$ cat config.mk
export PLATFORM = sky130hd
export DESIGN_NAME = tvtt_ctrl
export DESIGN_NICKNAME = d
export VERILOG_FILES = /design/src/rtl/tvtt_pkg.sv /design/src/rtl/tvtt_ctrl.sv
export SDC_FILE = /design/constraint.sdc
export NUM_CORES = 1
export LEC_CHECK = 0
export BUFFER_PORTS_ARGS = -buffer_cell sky130_fd_sc_hd__buf_2
export CAP_MARGIN = 20
export CORE_AREA = 2 2 39 41
export CTS_CLUSTER_DIAMETER = 30
export CTS_CLUSTER_SIZE = 24
export DETAILED_ROUTE_END_ITERATION = 10
export DIE_AREA = 0 0 41 43
export HOLD_SLACK_MARGIN = 0.15
export PLACE_DENSITY_LB_ADDON = 0.05
export SYNTH_ARGS = -nofsm -noshare
export SYNTH_HDL_FRONTEND = slang
export SYNTH_SLANG_ARGS = --single-unit
$ cat constraint.sdc
create_clock -name clk_i -period 2.8 [get_ports clk_i]
set_input_delay 0.42 -clock clk_i [delete_from_list [all_inputs] [get_ports clk_i]]
set_output_delay 0.42 -clock clk_i [all_outputs]
set_load 0.01 [all_outputs]
$ cat src/rtl/tvtt_pkg.sv
// Shared constants, types and codes of the target velocity track table.
package tvtt_pkg;

  localparam int NUM_TARGETS = 64;
  localparam int ADDR_W      = (NUM_TARGETS > 1) ? $clog2(NUM_TARGETS) : 1;
  localparam int ID_W        = 6;
  localparam int TIME_WIDTH  = 32;
  localparam int POS_W       = 24;
  localparam int VEL_W       = 32;
  localparam int TPS_W       = 32;
  localparam int MAG_W       = POS_W + 1;
  localparam int PROD_W      = MAG_W + TPS_W;
  localparam int CNT_W       = $clog2(PROD_W);
  localparam int STATUS_W    = 3;
  localparam int IN_DATA_W   = 88;
  localparam int OUT_DATA_W  = 144;

  localparam logic [TPS_W-1:0] TPS_RESET = TPS_W'(1000000);

  localparam logic CMD_UPDATE = 1'b0;
  localparam logic CMD_READ   = 1'b1;

  typedef enum logic [STATUS_W-1:0] {
    ST_FIRST      = 3'd0,
    ST_UPDATED    = 3'd1,
    ST_REJECT     = 3'd2,
    ST_RANGE      = 3'd3,
    ST_READ_OK    = 3'd4,
    ST_READ_EMPTY = 3'd5
  } status_e;

  typedef enum logic [2:0] {
    FSM_IDLE,
    FSM_READ,
    FSM_EVAL,
    FSM_MUL,
    FSM_DIV,
    FSM_WRITE,
    FSM_DONE
  } fsm_e;

  typedef struct packed {
    logic [TIME_WIDTH-1:0]   tstamp;
    logic signed [VEL_W-1:0] vel_y;
    logic signed [VEL_W-1:0] vel_x;
    logic signed [POS_W-1:0] pos_y;
    logic signed [POS_W-1:0] pos_x;
  } entry_t;

  typedef struct packed {
    logic load_in;
    logic eval;
    logic div_start;
    logic div_step;
    logic wr_upd;
    logic out_load;
  } ctrl_cmd_t;

  typedef struct packed {
    logic need_div;
    logic out_free;
  } dp_stat_t;

endpackage

$ cat src/rtl/tvtt_ctrl.sv
// Track table sequencer: one item at a time; read, divide and write if needed.
module tvtt_ctrl (
  input  logic                  clk_i,
  input  logic                  rst_ni,
  input  logic                  in_valid_i,
  output logic                  in_ready_o,
  input  tvtt_pkg::dp_stat_t    stat_i,
  output tvtt_pkg::ctrl_cmd_t   cmd_o
);
  import tvtt_pkg::*;

  fsm_e             state_q, state_d;
  logic [CNT_W-1:0] cnt_q, cnt_d;
  logic             last_step;

  assign last_step = cnt_q == CNT_W'(PROD_W - 1);

  always_comb begin
    state_d = state_q;
    unique case (state_q)
      FSM_IDLE:  if (in_valid_i) state_d = FSM_READ;
      FSM_READ:  state_d = FSM_EVAL;
      FSM_EVAL:  state_d = stat_i.need_div ? FSM_MUL : FSM_DONE;
      FSM_MUL:   state_d = FSM_DIV;
      FSM_DIV:   if (last_step) state_d = FSM_WRITE;
      FSM_WRITE: state_d = FSM_DONE;
      FSM_DONE:  if (stat_i.out_free) state_d = FSM_IDLE;
      default:   state_d = FSM_IDLE;
    endcase
  end

  always_comb begin
    cmd_o      = '0;
    in_ready_o = 1'b0;
    cnt_d      = cnt_q;
    unique case (state_q)
      FSM_IDLE: begin
        in_ready_o    = 1'b1;
        cmd_o.load_in = in_valid_i;
      end
      FSM_EVAL:  cmd_o.eval = 1'b1;
      FSM_MUL: begin
        cmd_o.div_start = 1'b1;
        cnt_d           = '0;
      end
      FSM_DIV: begin
        cmd_o.div_step = 1'b1;
        cnt_d          = cnt_q + CNT_W'(1);
      end
      FSM_WRITE: cmd_o.wr_upd = 1'b1;
      FSM_DONE:  cmd_o.out_load = stat_i.out_free;
      default: ;
    endcase
  end

  always_ff @(posedge clk_i or negedge rst_ni) begin
    if (!rst_ni) begin
      state_q <= FSM_IDLE;
      cnt_q   <= '0;
    end else begin
      state_q <= state_d;
      cnt_q   <= cnt_d;
    end
  end

endmodule

==> impl_metrics.env, run 1 <==
export IMPL_status="finished, final reports clean"
export IMPL_period_needed_ns=1.87
export IMPL_die_w_um=41
export IMPL_numCtsBuffers=3
export IMPL_stdcell_area_um2=634
export IMPL_setup_viol=0
export IMPL_number_of_antenna_violations_at_the_first_check_in_global_routing=0
export IMPL_final_period_utilization_pct=66.8
export IMPL_worstSetupStartpointType="flip-flop"
export IMPL_cts_max_level=1
export IMPL_finalWeightedCongestion=0.701
export IMPL_syn_inst=62
export IMPL_r2r_worst_path_cells=3
export IMPL_postSynthNetCount=69
export IMPL_cts_setup_buffers=0
export IMPL_hold_path_cell_count=1
export IMPL_route_top_layer_used="met4"
export IMPL_cts_sinks=9
export IMPL_area_growth_syn_to_layout_pct=18.5
export IMPL_start_util_pct=38.7
export IMPL_met3WireLength_um=44
export IMPL_cp_depth=3
export IMPL_hold_viol=0
export IMPL_cellPowerDensity_mw_per_mm2=954
export IMPL_synth_seq_area_share_pct=42.1
export IMPL_dpl_cell_area_um2=597
export IMPL_finalSetupTns_ns=0
export IMPL_rows=14
export IMPL_cts_tree="yes"
export IMPL_portBuffers=11
export IMPL_drt_wirelength_per_cell_um=12.3
export IMPL_clock_root_buffer="sky130_fd_sc_hd__clkbuf_4"
export IMPL_layout_setup_ws_ns=0.930
export IMPL_tightestPinTransition_ns=0.443
export IMPL_fin_skew_ns=0.00414
export IMPL_total_vias_in_the_final_route=471
export IMPL_slew_viol_final=0
export IMPL_clock_slew_at_the_register_clock_pins_of_the_worst_setup_and_hold_paths_ns=0.07
export IMPL_max_cap_viol_count=0
export IMPL_worstSkewPairLatency_ns=0.26
export IMPL_cts_resized=0
export IMPL_postRouteWirelength_mm=1.12
export IMPL_placeableCoreArea_mm2=0.00138
export IMPL_vdd_ir_drop_worst_mv=0.399
export IMPL_maximum_number_of_pins_on_one_net_before_global_route_repair=17
export IMPL_ant_nets=0
export IMPL_globalRoute_totalOverflow=0
export IMPL_critical_path_top_delay_family="flip-flops"
export IMPL_crit_chain="nand2_1 > nor2_1 > buf_2"
export IMPL_fmax_ghz=0.535
export IMPL_instances_no_fill=91
export IMPL_finalNetCount=83
export IMPL_leakage_nw=0.317
export IMPL_grt_usage_pct=16.8
export IMPL_vias_in_the_first_global_route=446
export IMPL_critPathMaxStageDelay_ns=0.62
export IMPL_detailedRoute_firstIterationViolations=8
export IMPL_postCtsHoldBufs=1
export IMPL_fp_dieH_um=43
export IMPL_worst_setup_path_type="reg -> out"
export IMPL_synthesis_area_per_instance_um2=8.64
export IMPL_dr_wl_met2_um=539
export IMPL_first_pass_iters=3
export IMPL_diodes=0
export IMPL_post_drt_via_cell_ratio=5.18
export IMPL_post_dp_hpwl_um=809
export IMPL_design_portCount=12
export IMPL_worst_endpoint_required_ns=2.38
export IMPL_layout_drive_gt1_share_pct=21.3
export IMPL_crit_path_end_kind="output pin"
export IMPL_place_detailed_instances=86
export IMPL_m1WireLength_um=518
export IMPL_synth_seq_cells=9
export IMPL_worstPathArrival_ns=1.45
export IMPL_yosys_cell_types_count=23
export IMPL_critical_path_buffers_and_inverters=1
export IMPL_worst_hold_path_type="reg -> reg"
export IMPL_die_area_mm2=0.00176
export IMPL_fin_total_pwr_uw=605
export IMPL_grt_first_pass_wirelength_mm=1.93
export IMPL_drc_errors=0
export IMPL_rsz0062_at_grt="no"
export IMPL_placement_setup_slack_ns=1.23
export IMPL_relSlewSlack_pct=70.5
export IMPL_netlist_area_um2=536
export IMPL_synth_warnings=0
export IMPL_cts_path_max_buffers=2
export IMPL_cpMaxStageDelayCell="sky130_fd_sc_hd__dfrtp_1"
export IMPL_worstPathMaxFanout=14
[placed cells by master (no fill, tap or decap), drive strengths merged, types with 2 or more instances in the layout]
master	netlist	routed
a211oi	2	2
a21oi	4	4
and2	3	3
buf	2	11
clkbuf	1	3
dfrtp	9	9
ha	2	2
inv	4	4
mux2i	2	2
nand2	7	7
nand4	2	2
nor2	7	7
nor3	2	2
nor3b	2	2
o21ai	6	6
[path summary, 6_finish.rpt]
check                      startpoint    endpoint  slack, ns
hold reg to reg              cnt_q[4]    cnt_q[4]       0.46
setup / recovery           state_q[1]    cmd_o[3]       0.93
hold / removal               cnt_q[4]    cnt_q[4]       0.46
setup reg to reg           state_q[2]    cnt_q[4]       1.39
min in group asynchronous      rst_ni    cnt_q[2]       0.53
max in group asynchronous      rst_ni  state_q[0]       2.09
[where the power goes]
group | total (mW) | internal, mW | switching (mW)
Clock | 0.101 | 0.0528 | 0.0482
Combinational | 0.243 | 0.113 | 0.129
Sequential | 0.261 | 0.170 | 0.0913
Total | 0.605 | 0.336 | 0.269
[worst reg2reg max path, stage by stage, from the launching register on]
cell and delay (ns):
sky130_fd_sc_hd__dfrtp_1 0.61, sky130_fd_sc_hd__nor3b_4 0.38, sky130_fd_sc_hd__nand4_1 0.17, sky130_fd_sc_hd__mux2i_1 0.14
[cell usage after synthesis]
cell	number	area (µm²)
sky130_fd_sc_hd__nand4_1	2	12.5
sky130_fd_sc_hd__and2_1	3	18.8
sky130_fd_sc_hd__a21o_1	1	7.51
sky130_fd_sc_hd__clkbuf_1	1	3.75
sky130_fd_sc_hd__a31oi_1	1	6.26
sky130_fd_sc_hd__mux2i_1	2	20.0
sky130_fd_sc_hd__o21ai_0	6	30.0
sky130_fd_sc_hd__a2111oi_1	1	10.0
sky130_fd_sc_hd__nand3_1	1	5.00
sky130_fd_sc_hd__nor3b_1	1	7.51
sky130_fd_sc_hd__ha_1	2	25.0
sky130_fd_sc_hd__a21oi_1	4	20.0
sky130_fd_sc_hd__nor3b_4	1	18.8
sky130_fd_sc_hd__dfrtp_1	9	225
sky130_fd_sc_hd__o31ai_1	1	7.51
sky130_fd_sc_hd__a311oi_1	1	8.76
sky130_fd_sc_hd__a211oi_1	2	15.0
sky130_fd_sc_hd__inv_1	4	15.0
sky130_fd_sc_hd__nor3_1	2	10.0
sky130_fd_sc_hd__and3_1	1	6.26
sky130_fd_sc_hd__nand2_1	7	26.3
sky130_fd_sc_hd__buf_2	2	10.0
sky130_fd_sc_hd__nor2_1	7	26.3
[cells by family after synthesis]
kind of cell	Yosys count	synth area share, %
adders and majority gates	2	4.67
muxes	2	3.74
and+or+nand+nor	25	24.5
buffers and inverters	7	5.37
AOI/OAI and AO/OA	17	19.6
DFF	9	42.1
[registers in the layout, summed over array words and instances (netlist names)]
register  flops
state_q       3
cnt_q         6
[layer usage]
layer	global-route usage, %	vias up
met3	4.71	2
met2	22.5	11
met4	12.0	0
met1	22.0	210
met5	0	-
li1	-	248
[per-stage QoR]
stage                     utilization, %  hold WS, ns
after floorplan                        -        0.124
after global placement              43.1        0.284
after detailed placement            43.1        0.283
after CTS                           45.8        0.463
after global routing                45.8        0.491
final                               45.8        0.460
[final cells by class]
class	count	area, µm²
inverter	4	15.0
clock buffer	3	22.5
timing repair buffer	12	65.1
tap	16	20.0
sequential	9	225
clock inverter	1	5.00
multi-input combinational	46	282
fill	137	749
Power figures use the tool's default switching activity.
==> run 2, diff against run 1 <==
==> constraint.sdc (replaced) <==
create_clock -name clk_i -period 1.91 [get_ports clk_i]
set_input_delay 0.2865 -clock clk_i [delete_from_list [all_inputs] [get_ports clk_i]]
set_output_delay 0.2865 -clock clk_i [all_outputs]
set_load 0.01 [all_outputs]
==> run 2 against run 1 <==
Worst setup slack worse by 0.76 ns; via count shrank 0.85%; sequential power up 47%; highest routed layer unchanged; flip-flop and latch count is the same; critical path type unchanged.
==> impl_metrics.env, run 2 (synthesized netlist as in run 1, its figures left out) <==
export IMPL_status="finished, final reports clean"
export IMPL_most_common_cell_after_layout_fill_and_taps_aside="sky130_fd_sc_hd__buf_2"
export IMPL_worstSetupStartpointType="flip-flop"
export IMPL_cts_sinks=9
export IMPL_fin_skew_ns=0.00296
export IMPL_crit_path_start="state_q[1]"
export IMPL_layout_setup_ws_ns=0.171
export IMPL_portBuffers=11
export IMPL_placeableCoreArea_mm2=0.00138
export IMPL_start_util_pct=38.7
export IMPL_detailedRoute_firstIterationViolations=8
export IMPL_biggestRegsByFlops="cnt_q (6), state_q (3)"
export IMPL_finalWeightedCongestion=0.703
export IMPL_die_area_mm2=0.00176
export IMPL_final_cell_mix="11 x sky130_fd_sc_hd__buf_2, 9 x sky130_fd_sc_hd__dfrtp_1, 7 x sky130_fd_sc_hd__nand2_1, 7 x sky130_fd_sc_hd__nor2_1, 6 x sky130_fd_sc_hd__o21ai_0"
export IMPL_slew_viol_final=0
export IMPL_holdCritStartpoint="stat_i[0]"
export IMPL_drc_errors=0
export IMPL_max_cap_viol_count=0
export IMPL_cellPowerDensity_mw_per_mm2=1390
export IMPL_die_w_um=41
export IMPL_ant_nets=0
export IMPL_layout_drive_gt1_share_pct=20.0
export IMPL_post_drt_via_cell_ratio=5.13
export IMPL_final_period_utilization_pct=91.1
export IMPL_cts_resized=0
export IMPL_worst_setup_path_type="reg -> out"
export IMPL_maximum_number_of_pins_on_one_net_before_global_route_repair=17
export IMPL_crit_path_end_kind="output pin"
export IMPL_worstPathMaxFanout=14
export IMPL_critical_path_buffers_and_inverters=1
export IMPL_postRouteWirelength_mm=1.10
export IMPL_worstPathArrival_ns=1.45
export IMPL_setup_viol=0
export IMPL_grt_first_pass_wirelength_mm=1.86
export IMPL_hold_viol=0
export IMPL_critPathMaxStageDelay_ns=0.61
export IMPL_globalRoute_totalOverflow=0
export IMPL_number_of_antenna_violations_at_the_first_check_in_global_routing=0
export IMPL_finalCoreUtilization_pct=45.8
export IMPL_drt_wirelength_per_cell_um=12.1
export IMPL_crit_chain="nand2_1 > nor2_1 > buf_2"
export IMPL_relSlewSlack_pct=70.4
export IMPL_dpl_cell_area_um2=597
export IMPL_diodes=0
export IMPL_max_flop_register="cnt_q"
export IMPL_cpMaxStageDelayCell="sky130_fd_sc_hd__dfrtp_1"
export IMPL_vias_in_the_first_global_route=402
export IMPL_cts_max_level=1
export IMPL_design_portCount=12
export IMPL_fill_cells=146
export IMPL_vdd_ir_drop_worst_mv=0.493
export IMPL_first_pass_iters=4
export IMPL_worstSkewPairLatency_ns=0.27
export IMPL_finalSetupTns_ns=0
export IMPL_critical_path_top_delay_family="flip-flops"
export IMPL_placement_setup_slack_ns=0.474
export IMPL_area_growth_syn_to_layout_pct=18.2
export IMPL_finalHoldWorstSlack_ns=0.323
export IMPL_worst_hold_path_type="in -> reg"
export IMPL_fmax_ghz=0.575
export IMPL_timing_rr_start="state_q[2]"
export IMPL_clock_root_buffer="sky130_fd_sc_hd__clkbuf_4"
export IMPL_numCtsBuffers=3
export IMPL_grt_usage_pct=16.7
export IMPL_cts_tree="yes"
export IMPL_tightestPinTransition_ns=0.444
export IMPL_largest_register_ff_count=6
export IMPL_post_dp_hpwl_um=772
export IMPL_multiInputGateArea_um2=282
export IMPL_leakage_nw=0.314
export IMPL_rsz0062_at_grt="no"
export IMPL_worst_endpoint_required_ns=1.62
export IMPL_register_area_um2=225
export IMPL_cts_path_max_buffers=2
export IMPL_finalNetCount=83
export IMPL_rows=14
export IMPL_fp_dieH_um=43
export IMPL_period_needed_ns=1.74
export IMPL_stdcell_area_um2=633
export IMPL_clock_slew_at_the_register_clock_pins_of_the_worst_setup_and_hold_paths_ns=0.06
export IMPL_total_vias_in_the_final_route=467
==> run 2: routing by layer <==
metal	global-route usage, %	vias up	wire length, µm
met3	3.14	4	55
li1	-	245	-
met5	0	-	0
met4	16.0	0	40
met2	21.6	17	493
met1	21.8	201	510
==> run 2: final cells by class <==
class / count / area share [%]
clock buffers: 4 / 4.15
inverters: 4 / 2.37
multi-input cells: 46 / 44.5
flip-flops and latches: 9 / 35.6
well taps: 16 / 3.16
repair buffers: 12 / 10.3
==> run 2: what timing repair did <==
action,in CTS,in global routing
setup buffers,0,0
hold buffers,1,0
endpoints found under the hold margin,9,0
==> run 2: path summary, 6_finish.rpt <==
| kind | end | slack, ns | cells past startpoint |
|---|---|---|---|
| worst min-delay path | state_q[0] | 0.32 | 3 |
| min in group asynchronous | cnt_q[0] | 0.39 | 2 |
| worst max-delay path | cmd_o[3] | 0.17 | 3 |
| max in group asynchronous | state_q[1] | 1.34 | 2 |
| worst max register to register | cnt_q[4] | 0.49 | 3 |
| worst min register to register | cnt_q[4] | 0.47 | 1 |
==> run 2: power breakdown <==
group / switching, mW / internal, mW / leakage, nW
clock network: 0.0728 / 0.0809 / 0.0150
logic: 0.179 / 0.165 / 0.181
registers: 0.135 / 0.249 / 0.117
==> run 2: worst min-delay path, stage by stage <==
cell,delay [ns]
sky130_fd_sc_hd__buf_2,0.11
sky130_fd_sc_hd__nor2_1,0.10
sky130_fd_sc_hd__a2111oi_1,0.06
==> run 2: per-stage QoR <==
stage,power [mW],instances
final,0.883,91
after global routing,0.973,91
after CTS,0.893,91
after detailed placement,0.731,86
after global placement,0.740,86
after floorplan,0.637,62
==> run 3, diff against run 2 <==
--- a/config.mk
+++ b/config.mk
@@ -7,13 +7,16 @@
 export LEC_CHECK = 0
 export BUFFER_PORTS_ARGS = -buffer_cell sky130_fd_sc_hd__buf_2
 export CAP_MARGIN = 20
-export CORE_AREA = 2 2 39 41
+export CELL_PAD_IN_SITES_DETAIL_PLACEMENT = 1
+export CELL_PAD_IN_SITES_GLOBAL_PLACEMENT = 1
+export CORE_AREA = 2 2 42 44
 export CTS_CLUSTER_DIAMETER = 30
 export CTS_CLUSTER_SIZE = 24
 export DETAILED_ROUTE_END_ITERATION = 10
-export DIE_AREA = 0 0 41 43
+export DIE_AREA = 0 0 44 46
 export HOLD_SLACK_MARGIN = 0.15
 export PLACE_DENSITY_LB_ADDON = 0.05
+export SETUP_SLACK_MARGIN = 0.2
 export SYNTH_ARGS = -nofsm -noshare
 export SYNTH_HDL_FRONTEND = slang
 export SYNTH_SLANG_ARGS = --single-unit
==> run 3 against run 2 <==
Non-clock buffer count increased by 4; sequential share of layout area decreased by 1.3 points; clock power decreased by 3%; wire length increased by 16%; register-to-register slack improved by 0.10 ns; final cell count increased by 5.5%; core utilization decreased by 4.4 points; global-route usage decreased by 2.9 points.
==> impl_metrics.env, run 3 (synthesized netlist as in run 1, its figures left out) <==
export IMPL_finalCoreUtilization_pct=41.4
export IMPL_place_detailed_instances=87
export IMPL_final_period_utilization_pct=85.1
export IMPL_numCtsBuffers=3
export IMPL_tightestPinTransition_ns=0.314
export IMPL_cellPowerDensity_mw_per_mm2=1440
export IMPL_vias_in_the_first_global_route=438
export IMPL_vdd_ir_drop_worst_mv=0.598
export IMPL_number_of_antenna_violations_at_the_first_check_in_global_routing=0
export IMPL_clock_slew_at_the_register_clock_pins_of_the_worst_setup_and_hold_paths_ns=0.06
export IMPL_layout_setup_ws_ns=0.285
export IMPL_design_portCount=12
export IMPL_hold_path_cell_count=3
export IMPL_finalNetCount=87
export IMPL_worstPathArrival_ns=1.34
export IMPL_drt_wirelength_per_cell_um=13.3
export IMPL_grt_usage_pct=13.8
export IMPL_die_area_mm2=0.00202
export IMPL_area_growth_syn_to_layout_pct=24.8
export IMPL_placement_setup_slack_ns=0.426
export IMPL_worstSkewPairLatency_ns=0.27
export IMPL_timing_rr_start="state_q[2]"
export IMPL_finalWeightedCongestion=0.754
export IMPL_drc_errors=0
export IMPL_crit_path_start="state_q[2]"
export IMPL_worstReg2RegEnd="cnt_q[5]"
export IMPL_layout_drive_gt1_share_pct=27.8
export IMPL_worst_hold_path_type="in -> reg"
export IMPL_cts_tree="yes"
export IMPL_most_common_cell_after_layout_fill_and_taps_aside="sky130_fd_sc_hd__buf_2"
export IMPL_die_w_um=44
export IMPL_hold_end="state_q[0]"
export IMPL_crit_chain="nor3b_4 > buf_2"
export IMPL_cts_max_level=1
export IMPL_instances_no_fill=96
export IMPL_critical_path_top_delay_family="flip-flops"
export IMPL_post_dp_hpwl_um=849
export IMPL_stdcell_area_um2=668
export IMPL_fin_skew_ns=0.00690
export IMPL_placeableCoreArea_mm2=0.00161
export IMPL_biggestRegsByFlops="cnt_q (6), state_q (3)"
export IMPL_finalSetupTns_ns=0
export IMPL_postRouteWirelength_mm=1.28
export IMPL_largest_register_ff_count=6
export IMPL_diodes=0
export IMPL_first_pass_iters=4
export IMPL_worst_setup_path_type="reg -> out"
export IMPL_worst_r2r_setup_slack_ns=0.59
export IMPL_crit_path_end_kind="output pin"
export IMPL_maximum_number_of_pins_on_one_net_before_global_route_repair=17
export IMPL_r2r_worst_path_cells=3
export IMPL_ant_nets=0
export IMPL_worstSetupStartpointType="flip-flop"
export IMPL_setup_viol=0
export IMPL_start_util_pct=33.2
export IMPL_globalRoute_totalOverflow=0
export IMPL_period_needed_ns=1.62
export IMPL_status="finished, final reports clean"
export IMPL_max_flop_register="cnt_q"
export IMPL_cts_sinks=9
export IMPL_rows=15
export IMPL_fin_total_pwr_uw=963
export IMPL_cts_path_max_buffers=2
export IMPL_worst_endpoint_required_ns=1.62
export IMPL_critPathMaxStageDelay_ns=0.51
export IMPL_critical_path_buffers_and_inverters=1
export IMPL_relSlewSlack_pct=79.0
export IMPL_slew_viol_final=0
export IMPL_finalHoldWorstSlack_ns=0.334
export IMPL_detailedRoute_firstIterationViolations=7
export IMPL_rsz0062_at_grt="no"
export IMPL_total_vias_in_the_final_route=498
export IMPL_hold_viol=0
export IMPL_holdCritStartpoint="stat_i[0]"
export IMPL_fmax_ghz=0.616
export IMPL_max_cap_viol_count=0
export IMPL_dpl_cell_area_um2=598
export IMPL_leakage_nw=0.330
export IMPL_final_cell_mix="11 x sky130_fd_sc_hd__buf_2, 7 x sky130_fd_sc_hd__nand2_1, 7 x sky130_fd_sc_hd__nor2_1, 6 x sky130_fd_sc_hd__o21ai_0, 6 x sky130_fd_sc_hd__dfrtp_1"
export IMPL_grt_first_pass_wirelength_mm=2.02
export IMPL_fp_dieH_um=46
export IMPL_clock_root_buffer="sky130_fd_sc_hd__clkbuf_4"
export IMPL_portBuffers=11
export IMPL_post_drt_via_cell_ratio=5.19
export IMPL_worstPathMaxFanout=16
export IMPL_cpMaxStageDelayCell="sky130_fd_sc_hd__dfrtp_2"
run 3: changes by cell type in the layout (fill, tap and decap cells not counted):
cell                      change
sky130_fd_sc_hd__dfrtp_1      -3
sky130_fd_sc_hd__dfrtp_2      +3
sky130_fd_sc_hd__buf_4        +4
run 3: area by class of cell:
type,count,area (µm²)
flip-flops and latches,9,229
well taps,17,21.3
clock buffers,4,26.3
fillers,203,946
multi-input cells,46,282
inverters,4,15.0
repair buffers,16,95.1
run 3: worst max path at each step:
stage,endpoint,slack [ns],cells past startpoint
3_3_place_gp,cmd_o[2],0.47,2
6_report,cmd_o[2],0.29,2
3_5_place_dp,cmd_o[2],0.43,2
2_1_floorplan,cmd_o[5],0.46,3
5_1_grt,cmd_o[2],0.21,2
4_1_cts,cmd_o[2],0.27,2
run 3: per-layer routing:
| metal | GRT usage, % | wire length, µm | vias to the layer above |
|---|---|---|---|
| met5 | 0 | 0 | - |
| met4 | 5.45 | 14 | 0 |
| met3 | 5.95 | 58 | 4 |
| met2 | 17.9 | 546 | 9 |
| met1 | 19.8 | 656 | 231 |
| li1 | - | - | 254 |
run 3: worst register-to-register path: stages (launching register included):
cell and delay (ns):
sky130_fd_sc_hd__dfrtp_2 0.51, sky130_fd_sc_hd__nor3b_4 0.37, sky130_fd_sc_hd__and2_1 0.22, sky130_fd_sc_hd__a311oi_1 0.10
run 3: timing repair:
action,in CTS,in global routing
endpoints found under the hold margin,9,0
hold buffers,1,0
buffers inserted,0,4
cloned,0,0
gates resized for setup,2,1
endpoints found under the setup margin,2,1
run 3: power breakdown:
| group | internal [mW] | switching [mW] | leakage, nW |
|---|---|---|---|
| logic | 0.211 | 0.214 | 0.201 |
| clock network | 0.0806 | 0.0694 | 0.0150 |
| registers | 0.256 | 0.132 | 0.114 |
